### config.mk
export PLATFORM = sky130hd
export DESIGN_NAME = mtg_core
export DESIGN_NICKNAME = d
export VERILOG_FILES = /design/src/rtl/mtg_pkg.sv /design/src/rtl/mtg_core.sv
export SDC_FILE = /design/constraint.sdc
export NUM_CORES = 1
export LEC_CHECK = 0
export BUFFER_PORTS_ARGS = -buffer_cell sky130_fd_sc_hd__buf_2
export CORE_MARGIN = 3
export CORE_UTILIZATION = 60
export CTS_CLUSTER_SIZE = 30
export DETAILED_ROUTE_END_ITERATION = 7
export GPL_ROUTABILITY_DRIVEN = 0
export PLACE_DENSITY = 0.82
export SLEW_MARGIN = 20
export SYNTH_ARGS = -nofsm -noshare
export SYNTH_HDL_FRONTEND = slang
export SYNTH_SLANG_ARGS = --single-unit
### constraint.sdc
create_clock -name clk -period 12.45 [get_ports clk]
set_input_delay 3.1125 -clock clk [delete_from_list [all_inputs] [get_ports clk]]
set_output_delay 3.1125 -clock clk [all_outputs]
set_load 0.01 [all_outputs]
### src/rtl/mtg_pkg.sv
// Shared types and constants of the MT19937 generator.
`timescale 1ns / 1ps
package mtg_pkg;

  localparam int STATE_WORDS  = 624;
  localparam int TWIST_OFFSET = 397;
  localparam int FAR_WRAP     = STATE_WORDS - TWIST_OFFSET;
  localparam int ADDR_W       = $clog2(STATE_WORDS);
  localparam int WORD_W       = 32;

  localparam logic [WORD_W-1:0] MAT_A     = 32'h9908b0df;
  localparam logic [WORD_W-1:0] SEED_MULT = 32'd1812433253;
  localparam logic [WORD_W-1:0] TEMPER_B  = 32'h9d2c5680;
  localparam logic [WORD_W-1:0] TEMPER_C  = 32'hefc60000;

  localparam logic [ADDR_W-1:0] LAST_ADDR = ADDR_W'(STATE_WORDS - 1);

  typedef enum logic [2:0] {
    ST_IDLE,
    ST_SEED,
    ST_TW_PRIME,
    ST_TW_RUN,
    ST_TW_DRAIN,
    ST_DRAW
  } state_t;

  typedef struct packed {
    logic              we;
    logic [ADDR_W-1:0] waddr;
    logic [WORD_W-1:0] wdata;
    logic [ADDR_W-1:0] raddr_a;
    logic [ADDR_W-1:0] raddr_b;
  } ram_req_t;

  typedef struct packed {
    logic take;
    logic zero;
  } out_ctl_t;

endpackage

### src/rtl/mtg_core.sv
// Sequencer for reseed, twist and draw over the state memory.
`timescale 1ns / 1ps
module mtg_core (
  input  logic                                   clk,
  input  logic                                   rst,
  input  logic                                   start,
  input  logic                                   req_type,
  input  logic [31:0]                            seed,
  input  logic [mtg_pkg::WORD_W-1:0]             rdata_a,
  input  logic [mtg_pkg::WORD_W-1:0]             rdata_b,
  output logic                                   busy,
  output mtg_pkg::ram_req_t                      ram_req,
  output mtg_pkg::out_ctl_t                      out_ctl
);
  import mtg_pkg::*;

  state_t            state, state_next;
  logic [ADDR_W-1:0] idx;
  logic [WORD_W-1:0] prev;
  logic [WORD_W-1:0] cur;
  logic              s1_valid;
  logic [ADDR_W-1:0] s1_k;
  logic [ADDR_W-1:0] words_left;
  logic [ADDR_W-1:0] read_position;
  logic              seeded;

  logic [ADDR_W-1:0] draw_addr;
  logic [ADDR_W-1:0] nxt_addr;
  logic [ADDR_W-1:0] far_addr;
  logic [WORD_W-1:0] prev_mix;
  logic [WORD_W-1:0] seed_word;
  logic [WORD_W-1:0] mix;
  logic [WORD_W-1:0] tw_word;

  assign busy      = (state != ST_IDLE);
  assign draw_addr = (read_position >= ADDR_W'(STATE_WORDS)) ? '0 : read_position;
  assign nxt_addr  = (idx == LAST_ADDR) ? '0 : idx + 1'b1;
  assign far_addr  = (idx < ADDR_W'(FAR_WRAP)) ? idx + ADDR_W'(TWIST_OFFSET)
                                               : idx - ADDR_W'(FAR_WRAP);
  assign prev_mix  = prev ^ (prev >> 30);
  assign seed_word = WORD_W'(prev_mix * SEED_MULT) + {{(WORD_W-ADDR_W){1'b0}}, idx};
  assign mix       = {cur[WORD_W-1], rdata_a[WORD_W-2:0]};
  assign tw_word   = rdata_b ^ (mix >> 1) ^ (rdata_a[0] ? MAT_A : '0);

  always_ff @(posedge clk) begin
    if (rst) begin
      state <= ST_IDLE;
    end else begin
      state <= state_next;
    end
  end

  always_comb begin
    state_next      = state;
    ram_req.we      = 1'b0;
    ram_req.waddr   = idx;
    ram_req.wdata   = seed_word;
    ram_req.raddr_a = '0;
    ram_req.raddr_b = '0;
    out_ctl.take    = 1'b0;
    out_ctl.zero    = 1'b0;
    if (s1_valid) begin
      ram_req.we    = 1'b1;
      ram_req.waddr = s1_k;
      ram_req.wdata = tw_word;
    end
    unique case (state)
      ST_IDLE: begin
        ram_req.raddr_a = draw_addr;
        if (start) begin
          if (!req_type) begin
            ram_req.we    = 1'b1;
            ram_req.waddr = '0;
            ram_req.wdata = seed;
            state_next    = ST_SEED;
          end else if (!seeded) begin
            out_ctl.zero = 1'b1;
          end else if (words_left <= ADDR_W'(1)) begin
            state_next = ST_TW_PRIME;
          end else begin
            state_next = ST_DRAW;
          end
        end
      end
      ST_SEED: begin
        ram_req.we = 1'b1;
        if (idx == LAST_ADDR) begin
          state_next = ST_IDLE;
        end
      end
      ST_TW_PRIME: begin
        state_next = ST_TW_RUN;
      end
      ST_TW_RUN: begin
        ram_req.raddr_a = nxt_addr;
        ram_req.raddr_b = far_addr;
        if (idx == LAST_ADDR) begin
          state_next = ST_TW_DRAIN;
        end
      end
      ST_TW_DRAIN: begin
        state_next = ST_DRAW;
      end
      ST_DRAW: begin
        out_ctl.take = 1'b1;
        state_next   = ST_IDLE;
      end
      default: begin
        state_next = ST_IDLE;
      end
    endcase
  end

  always_ff @(posedge clk) begin
    if (rst) begin
      s1_valid      <= 1'b0;
      words_left    <= ADDR_W'(1);
      read_position <= '0;
      seeded        <= 1'b0;
      idx           <= '0;
    end else begin
      s1_valid <= 1'b0;
      case (state)
        ST_IDLE: begin
          if (start) begin
            if (!req_type) begin
              prev       <= seed;
              idx        <= ADDR_W'(1);
              words_left <= ADDR_W'(1);
              seeded     <= 1'b1;
            end else if (seeded) begin
              if (words_left <= ADDR_W'(1)) begin
                words_left <= ADDR_W'(STATE_WORDS);
                idx        <= '0;
              end else begin
                words_left    <= words_left - 1'b1;
                read_position <= draw_addr + 1'b1;
              end
            end
          end
        end
        ST_SEED: begin
          prev <= seed_word;
          idx  <= idx + 1'b1;
        end
        ST_TW_RUN: begin
          cur      <= rdata_a;
          s1_valid <= 1'b1;
          s1_k     <= idx;
          idx      <= idx + 1'b1;
        end
        ST_TW_DRAIN: begin
          read_position <= ADDR_W'(1);
        end
        default: begin
        end
      endcase
    end
  end

endmodule

After elaboration in Yosys (flattened, before gate mapping) --
Index checks and enable logic that the tools add are counted.
Word-level totals: logic and storage cells 93, output and inout bits 66, bits of input ports 100, bits in registers 109
Cells by class: multiplexer cells 40, equal/unequal tests 16, bitwise logic cells 5, order comparisons 3, reduce and logical (&&, ||, !) cells 13, multiply operators 1, add/subtract/negate cells 6
Operator list (count):
- $mux W10 | 15
- $mux W43 | 3
- $mux W32 | 3
- $pmux W32 S2 | 1
- $pmux W10 S2 | 3
- $mux W42 | 1
- $add A32 B10 Y32 | 1
- $mul A32 B31 Y32 const B | 1
- $xor A32 B2 Y32 | 1
- $xor A32 B31 Y32 | 1
- $xor A32 B32 Y32 | 1
- $add A10 B1 Y10 const B | 2
- $mux W3 | 6
- $pmux W3 S5 | 1
- $ne A2 B2 Y1 const B | 7
- $reduce_and A4 Y1 | 3
- $add A10 B9 Y10 const B | 1
- $eq A10 B10 Y1 const B | 1
- $ge A10 B10 Y1 const B | 1
- $le A10 B1 Y1 const B | 1
- $lt A10 B8 Y1 const B | 1
- $sub A10 B1 Y10 const B | 1
- $sub A10 B8 Y10 const B | 1
- $eq A3 B2 Y1 const B | 2
- 14 further kinds | 25

Longest topological paths before layout --
Gate-level depths: netlist (run 1).
depth in word-level cells 8, gate-level depth with buffers 24, gate-level depth less buffers 24

Worst setup path after synthesis (run 1) --
OpenSTA, ideal clock, no wires.
kind reg-to-output, start point register prev[30], end point output ram_req[50] (netlist name), stages on the path, launching flop included 25, data required time 9.337 ns, arrival time 6.510 ns, buffers on the path 0, path slack 2.828 ns, cell sequence edfxtp_1 -> xor2_1 -> xor2_1 -> ha_1 -> or2_2 -> ha_1 -> inv_1 -> fa_1 -> inv_1 -> ha_1 -> fa_1 -> fa_1 -> fa_1 -> inv_1 -> fa_1 -> inv_1 -> ha_1 -> a21oi_1 -> o211ai_1 -> o2111ai_1 -> and3_1 -> o211ai_2 -> a41oi_1 -> mux2_1 -> nor2_1
RTL lines:
- from (decl) | RTL line mtg_core.sv:19 | logic [WORD_W-1:0] prev;
- from (signal assigned) | RTL line mtg_core.sv:143 | prev <= seed_word;
- to (decl) | RTL line mtg_core.sv:12 | output mtg_pkg::ram_req_t ram_req,

==> qor.txt, run 1 <==
Status -> finished clean
M1 GR Usage -> 41.0%
Port Buffers -> 165
# setup viols final -> 0
Reg2Reg Launch Point -> prev[31]
Avg Cell Area, Syn -> 9.16 µm²
Most frequent cells in the layout -> 274 x inv_1, 241 x ha_1, 165 x buf_2, 152 x fa_1, 100 x nor2_1
P&R area growth vs syn -> 10.3%
Pin count of the biggest net entering global routing -> 50
Crit path top cell by count -> fa_1
CP required -> 9.34 ns
Final cell count without fillers -> 1901
Remaining DRCs -> 0
CP Capture Type -> output port
Hold Slack -> 0.513 ns
Placed cell count -> 1884
Clock Latency Late Sink -> 0.36 ns
Multi-input logic area -> 10300 µm²
Mapped cell area -> 13500 µm²
Critical-path maximum fanout -> 6
Root Driver -> clkbuf_16
Synthesized flop and latch total -> 78
Fin crit period -> 10.66 ns
Slew @ Worst Pin -> 1.14 ns
Max cap viols -> 0
Commonest non-fill, non-tap cell in the layout -> inv_1
Max stage delay cell, worst path -> fa_1
HPWL Detailed -> 30400 µm
Die X -> 156 µm
Global route hottest layer -> met2
Post-synth EDFFs -> 43
Arrival @ worst endpoint -> 7.55 ns
RSZ-0062 raised after global routing -> no
Hold Fails Final Rpt -> 0
Worst Hold Class -> reg -> reg
Share of cells above drive strength 1 -> 14.1%
# rows -> 54
Fill cell count -> 1664
Kind of critical path -> reg -> out
Die ar. -> 24400 µm²
Setup Fix Bufs, Post-CTS -> 0
NumNets Final -> 2109
Via count -> 11100
Worst-path clk slew -> 0.07 ns
Max Root-Sink Buffers -> 2
Synth Flop Type -> edfxtp_1
Hold Path End -> seeded
Total grt overflow -> 0
Global-route met2 utilization -> 53.5%
PostCTS Resize Cnt -> 0
Ys Warns -> 0
Worst reg2reg setup slack -> 5.09 ns
Die height -> 156 µm
Crit path largest cell delay -> 0.52 ns
DRT Pass-1 Iters -> 6
Worst R2R Path Depth -> 24
Hold-fix buffers, CTS -> 0
Unique masters post-synth -> 73
Vias/cell -> 5.84
Hold path startpoint -> seeded
CTS tree -> yes
Synth async-reset ratio -> 0%
GRT Resource Usage Total -> 31.7%
WL per Instance -> 19.7 µm
Cells on Worst Hold Path -> 2
Type of origin of the critical path -> register
H-Tree Depth -> 3
Initial antenna violation count -> 0
M3 GR Usage -> 5.55%
Seq/Total Area, Yosys -> 14.7%
IO Pins -> 166
ANT cells -> 0
Vias in the first global route -> 11500
Final ANT Viol Nets -> 0
Slew Limit Headroom -> 23.8%
Core Area -> 22000 µm²
CTS buffer count -> 9
Max Slew Vio Count -> 0
CTS sink cnt -> 78
Tcrit/Tclk final -> 85.6%
Cells after Synth -> 1476
Global-route wire length before repair -> 60100 µm
Initial DRC count -> 860
Mapped Nets -> 1969
Initial Util -> 61.6%
Critical R2R Capture -> prev[31]
Post-Route Setup TNS -> 0 ns
Skew final -> 0.0152 ns
WL final -> 37500 µm
Register Area -> 1990 µm²
Fmax -> 93.8 MHz
-- synthesized netlist by cell type, drive strengths merged (7+ instances only) --
cell type | number | area share [%]
clkbuf | 35 | 0.97
edfxtp | 43 | 9.5
dfxtp | 35 | 5.2
o21ai | 91 | 3.4
xor2 | 36 | 2.3
and2 | 10 | 0.49
a21oi | 80 | 3.0
nand3 | 25 | 0.93
nand2 | 78 | 2.2
nor4 | 7 | 0.42
nand2b | 9 | 0.42
fa | 152 | 23
ha | 241 | 22
inv | 274 | 7.6
xnor2 | 78 | 5.1
nor3 | 17 | 0.63
buf | 10 | 0.31
mux2i | 14 | 1.0
nor2 | 103 | 2.9
a21o | 10 | 0.56
and3 | 21 | 0.97
mux2 | 11 | 0.92
a31oi | 8 | 0.48
o21a | 11 | 0.61
-- per-layer routing --
layer / vias to the layer above / routed length [µm] / share of wire, %
met2: 543 / 18100 / 48
li1: 5157 / - / -
met1: 5293 / 14500 / 39
met5: - / 0 / 0
met4: 0 / 1670 / 4.5
met3: 100 / 3290 / 8.8
-- per-stage QoR --
stage	cell area (µm²)	setup WS, ns	utilization (%)
6_report	14900	1.79	67.9
3_5_place_dp	14600	2.28	66.5
3_3_place_gp	14600	2.54	66.5
5_1_grt	14900	1.43	67.9
2_1_floorplan	13500	2.83	-
4_1_cts	14900	1.88	67.8
-- layout make-up --
cell class | instances | share of cell area (%)
Sequential cell | 78 | 13.4
Multi-Input combinational cell | 1079 | 69.4
Tap cell | 280 | 2.35
Clock buffer | 9 | 1.51
Inverter | 274 | 6.90
Clock inverter | 7 | 0.369
Timing Repair Buffer | 174 | 6.12
-- critical path: cells and delay by family (launching register included) --
family,cells,cell delay [ns]
flip-flops,1,0.44
AND/OR/NAND/NOR,3,0.79
adder cells (fa/ha/maj),9,3.54
buffers and inverters,5,0.34
XOR/XNOR,2,0.75
AO/OA/AOI/OAI,6,1.32
-- worst max path at each step --
stage,startpoint,end,slack (ns),cells past startpoint
4_1_cts,prev[31],ram_req[51],1.88,25
3_5_place_dp,prev[31],ram_req[51],2.28,25
6_report,prev[31],ram_req[51],1.79,25
5_1_grt,prev[31],ram_req[50],1.43,25
2_1_floorplan,prev[30],ram_req[50],2.83,24
3_3_place_gp,prev[31],ram_req[51],2.54,25
-- cells by family (layout without fill, tap and decap cells) --
logic type	count (synthesis)	after routing	synth area share, %
flip-flops	78	78	14.7
buffers and inverters	319	464	8.89
adder cells (fa/ha/maj)	395	395	44.9
multiplexers	25	25	1.95
AO/OA/AOI/OAI	243	243	10.9
AND/OR/NAND/NOR	298	298	10.4
XOR/XNOR	118	118	8.11
-- flip-flops by register name (all words and copies together) (netlist names) --
signal and flops:
prev 32, read_position 10, s1_valid 1, idx 10
state 3, words_left 10, seeded 1, cur 1
s1_k 10
Power of run 1 is left out: the tool's default activity adds up to more than one toggle a clock period on the data nets, which glitch-free logic cannot reach.
==> inputs of run 2 (changes only) <==
--- a/config.mk
+++ b/config.mk
@@ -7,12 +7,12 @@
 export LEC_CHECK = 0
 export BUFFER_PORTS_ARGS = -buffer_cell sky130_fd_sc_hd__buf_2
 export CORE_MARGIN = 3
-export CORE_UTILIZATION = 60
+export CORE_UTILIZATION = 47
 export CTS_CLUSTER_SIZE = 30
 export DETAILED_ROUTE_END_ITERATION = 7
 export GPL_ROUTABILITY_DRIVEN = 0
-export PLACE_DENSITY = 0.82
-export SLEW_MARGIN = 20
+export PLACE_DENSITY = 0.67
+export SLEW_MARGIN = 40
 export SYNTH_ARGS = -nofsm -noshare
 export SYNTH_HDL_FRONTEND = slang
 export SYNTH_SLANG_ARGS = --single-unit
==> qor.txt, run 2 (same netlist as run 1, synthesis figures left out) <==
Status -> finished clean
Hold-fix buffers, CTS -> 0
Pin count of the biggest net entering global routing -> 67
DRT Pass-1 Iters -> 8
CTS sink cnt -> 78
Slew Limit Headroom -> 44.3%
Initial DRC count -> 718
Critical-path maximum fanout -> 7
# rows -> 61
Tcrit/Tclk final -> 85.2%
Reg2Reg Launch Point -> prev[31]
WL per Instance -> 18.5 µm
Worst Hold Class -> reg -> reg
Remaining DRCs -> 0
HPWL Detailed -> 30500 µm
# setup viols final -> 0
Port Buffers -> 165
RSZ-0062 raised after global routing -> no
Hold Path End -> seeded
Fmax -> 94.2 MHz
Worst R2R Path Depth -> 24
Hold path startpoint -> seeded
Routed wl met3 -> 2050 µm
CP Capture Type -> output port
Setup Fix Bufs, Post-CTS -> 0
Root Driver -> clkbuf_16
Post-Route Setup TNS -> 0 ns
Core Area -> 28100 µm²
Clock Latency Late Sink -> 0.36 ns
Most frequent cells in the layout -> 274 x inv_1, 241 x ha_1, 165 x buf_2, 152 x fa_1, 100 x nor2_1
M1 WL -> 16100 µm
Die height -> 176 µm
GRT Resource Usage Total -> 24.5%
Register Area -> 1990 µm²
Critical R2R Capture -> prev[31]
Vias in the first global route -> 11200
CTS tree -> yes
Worst reg2reg setup slack -> 5.21 ns
ANT cells -> 0
Via count -> 10800
Met2 WL -> 17500 µm
Initial antenna violation count -> 0
WL final -> 36900 µm
Die ar. -> 30800 µm²
Global-route wire length before repair -> 59500 µm
Final ANT Viol Nets -> 0
Fill cell count -> 2689
Total grt overflow -> 0
Uppermost layer routed -> met4
Skew final -> 0.0121 ns
Cells on Worst Hold Path -> 2
Arrival @ worst endpoint -> 7.50 ns
Max Root-Sink Buffers -> 2
Share of cells above drive strength 1 -> 14.2%
Slew @ Worst Pin -> 0.835 ns
Register with the most flip-flops -> prev
Max cap viols -> 0
CTS buffer count -> 9
Fin crit period -> 10.61 ns
H-Tree Depth -> 3
Commonest non-fill, non-tap cell in the layout -> inv_1
Worst-path clk slew -> 0.07 ns
Vias/cell -> 5.41
Hold Fails Final Rpt -> 0
PostCTS Resize Cnt -> 0
Die X -> 176 µm
Max Slew Vio Count -> 0
Max reg flops -> 32
IO Pins -> 166
Initial Util -> 48.1%
NumNets Final -> 2109
CP required -> 9.34 ns
Multi-input logic area -> 10400 µm²
Type of origin of the critical path -> register
Kind of critical path -> reg -> out
P&R area growth vs syn -> 11.5%
[run 2: how the worst max path moves through the flow]
stage | startpoint | endpoint | cells after the start
after floorplan | prev[30] | ram_req[50] | 24
after global placement | prev[31] | ram_req[50] | 25
after detailed placement | prev[31] | ram_req[50] | 25
after CTS | prev[31] | ram_req[50] | 25
after global routing | prev[31] | ram_req[50] | 25
final | prev[31] | ram_req[50] | 25
[run 2: area by class of cell]
type / instances / share of cell area [%]
Timing Repair Buffer: 174 / 6.07
Multi-Input combinational cell: 1079 / 68.7
Tap cell: 378 / 3.14
Clock inverter: 7 / 0.581
Clock buffer: 9 / 1.49
Inverter: 274 / 6.82
Sequential cell: 78 / 13.2
[run 2: per-stage QoR]
stage,cells,hold slack (ns),util (%),setup slack [ns],cell area [µm²]
floorplan,1476,0.406,-,2.83,13500
global placement,1980,0.492,52.4,2.43,14700
detailed placement,1983,0.501,52.6,2.32,14800
CTS,1999,0.515,53.7,1.90,15100
global route,1999,0.528,53.7,1.47,15100
finish,1999,0.511,53.7,1.84,15100
[run 2: critical path, stage by stage (launching register included)]
cell and delay (ns):
edfxtp_1 0.44, xor2_1 0.44, xor2_1 0.29, ha_1 0.26, or2_2 0.29, ha_1 0.28
inv_1 0.05, fa_1 0.47, inv_1 0.05, ha_1 0.18, fa_1 0.46, fa_1 0.51
fa_1 0.49, inv_1 0.05, fa_1 0.48, inv_1 0.04, ha_1 0.38, and4_1 0.28
nand4_1 0.18, a211oi_1 0.23, o21ai_1 0.13, o211ai_2 0.20, a41oi_1 0.21, mux2_1 0.36
nor2_1 0.19, buf_2 0.18
[run 2: metal layers]
| layer | GRT usage, % | vias up |
|---|---|---|
| met3 | 3.29 | 60 |
| met5 | 0 | - |
| met4 | 7.92 | 0 |
| met2 | 41.3 | 364 |
| li1 | - | 5157 |
| met1 | 32.8 | 5231 |
Power of run 2 is left out for the same reason.
==> inputs of run 3 (changes only) <==
--- a/config.mk
+++ b/config.mk
@@ -5,6 +5,7 @@
 export SDC_FILE = /design/constraint.sdc
 export NUM_CORES = 1
 export LEC_CHECK = 0
+export ABC_AREA = 1
 export BUFFER_PORTS_ARGS = -buffer_cell sky130_fd_sc_hd__buf_2
 export CORE_MARGIN = 3
 export CORE_UTILIZATION = 47
==> qor.txt, run 3 <==
Synth Flop Type -> edfxtp_1
Slew @ Worst Pin -> 0.739 ns
Synth area leader -> fa_1
PostCTS Resize Cnt -> 0
Max Root-Sink Buffers -> 2
HPWL Detailed -> 34800 µm
Most frequent cells in the layout -> 382 x inv_1, 298 x nand2_1, 241 x ha_1, 165 x buf_2, 152 x fa_1
Largest cells by area after synthesis -> fa_1 22%, ha_1 21%, inv_1 10%
CP required -> 9.34 ns
Global-route wire length before repair -> 66500 µm
Top cell type's share of synthesized area -> 21.5%
Clock Latency Late Sink -> 0.35 ns
Largest family of logic cells by synthesized area -> adder cells
CP Capture Type -> output port
Initial antenna violation count -> 1
Worst Hold Class -> reg -> reg
Avg Cell Area, Syn -> 7.90 µm²
Synthesized flop and latch total -> 78
WL per Instance -> 17.7 µm
Worst reg2reg setup slack -> 5.78 ns
Via count -> 12400
DRT Pass-1 Iters -> 6
Most frequent cell after synthesis -> inv_1
Remaining DRCs -> 0
Die height -> 179 µm
Commonest cells in the synthesized netlist -> 382 x inv_1, 298 x nand2_1, 241 x ha_1
Fin crit period -> 10.04 ns
Seq/Total Area, Yosys -> 14.1%
Skew final -> 0.0113 ns
Hold-fix buffers, CTS -> 0
Max reg flops -> 32
Worst R2R Path Depth -> 21
NumNets Final -> 2433
IO Pins -> 166
Register with the most flip-flops -> prev
Post-synth EDFFs -> 43
Total grt overflow -> 0
Area share of xor/xnor cells in the synthesized design -> 4.52%
GRT Resource Usage Total -> 25.6%
Unique masters post-synth -> 52
Worst-path clk slew -> 0.07 ns
CTS sink cnt -> 78
Fmax -> 99.6 MHz
Max cap viols -> 0
Share of cells above drive strength 1 -> 12.4%
Crit path top cell by count -> fa_1
Crit path largest cell delay -> 0.53 ns
Commonest non-fill, non-tap cell in the layout -> inv_1
Setup Fix Bufs, Post-CTS -> 0
Compound-Gate Fraction of Synth Area -> 9.07%
Post-Synth Simple-Gate Area -> 18.1%
Ys Warns -> 0
Post-Route Setup TNS -> 0 ns
Max stage delay cell, worst path -> fa_1
Type of origin of the critical path -> register
CTS tree -> yes
Post-Synth Adder-Cell Area -> 42.8%
Crit-path cells -> xnor2_1 > xnor2_1 > inv_1 > ha_1 > or2_2 > ha_1 > fa_1 > ha_1 > fa_1 > fa_1 > fa_1 > inv_1 > fa_1 > inv_1 > ha_1 > a21oi_1 > o21ai_0 > a221oi_1 > nand3_1 > nand2_1 > nand3_1 > a21oi_1 > buf_2
Vias in the first global route -> 12700
Post-layout util -> 53.7%
Critical-path maximum fanout -> 5
Die X -> 179 µm
Mapped cell area -> 14100 µm²
Reg2Reg Launch Point -> prev[31]
Cells after Synth -> 1790
WL final -> 41300 µm
# setup viols final -> 0
Initial Util -> 48.5%
Initial DRC count -> 976
CTS buffer count -> 9
Area after DPL -> 15400 µm²
Core Area -> 29200 µm²
# rows -> 62
Mux cell area share after synthesis -> 0%
Final ANT Viol Nets -> 0
Vias/cell -> 5.33
Max Slew Vio Count -> 0
Pin count of the biggest net entering global routing -> 55
Arrival @ worst endpoint -> 6.93 ns
Fill cell count -> 2838
Design Area, Final -> 15700 µm²
Status -> finished clean
H-Tree Depth -> 3
P&R area growth vs syn -> 10.8%
Root Driver -> clkbuf_16
Port Buffers -> 165
RSZ-0062 raised after global routing -> no
Mapped Nets -> 2283
Critical R2R Capture -> prev[28]
Slew Limit Headroom -> 50.8%
Synth async-reset ratio -> 0%
Tcrit/Tclk final -> 80.6%
Crit path capture -> ram_req[48]
Hold Fails Final Rpt -> 0
Kind of critical path -> reg -> out
Die ar. -> 32200 µm²
Worst Setup SP -> prev[31]
## run 3: cell type report
cell class	count	area (µm²)	area share [%]
Multi-Input combinational cell	1287	10600	67.3
Sequential cell	78	2000	12.7
Inverter	393	1480	9.42
Timing Repair Buffer	171	875	5.58
Tap cell	384	480	3.06
Clock buffer	10	229	1.46
Clock inverter	6	63.8	0.407
Antenna cell	1	2.50	0.0160
## run 3: metrics by stage
step / setup WS [ns] / hold slack, ns / instances
after floorplan: 3.56 / 0.403 / 1790
final: 2.41 / 0.471 / 2330
after global placement: 2.96 / 0.455 / 2312
after CTS: 2.49 / 0.469 / 2329
after global routing: 2.02 / 0.485 / 2330
after detailed placement: 2.88 / 0.460 / 2313
## run 3: critical path, delay by kind of cell (launching register included)
family / cells / cell delay (ns)
AO/OA/AOI/OAI: 4 / 1.05
XOR/XNOR: 2 / 0.63
adder cells (fa/ha/maj): 9 / 3.38
buffers and inverters: 4 / 0.47
flip-flops: 1 / 0.44
AND/OR/NAND/NOR: 4 / 0.59
## run 3: metal layers
layer	vias to the layer above	share of wire, %	track usage [%]
met2	504	46	42.0
met3	77	7.8	5.11
met5	-	0	0
met1	5856	43	34.1
li1	5979	-	-
met4	0	3.2	8.54
## run 3: cells by family after synthesis
family	Yosys count
and+or+nand+nor	598
buffers and inverters	425
adders and majority gates	393
xor gates and xnor gates	73
AOI/OAI and AO/OA	223
DFF	78
## run 3: how the worst min path moves through the flow
stage / start / to / cells past startpoint
3_3_place_gp: read_position[2] / read_position[2] / 2
3_5_place_dp: read_position[2] / read_position[2] / 2
5_1_grt: read_position[2] / read_position[2] / 2
4_1_cts: read_position[2] / read_position[2] / 2
2_1_floorplan: idx[7] / s1_k[7] / 0
6_report: read_position[2] / read_position[2] / 2
Power of run 3 is left out for the same reason.
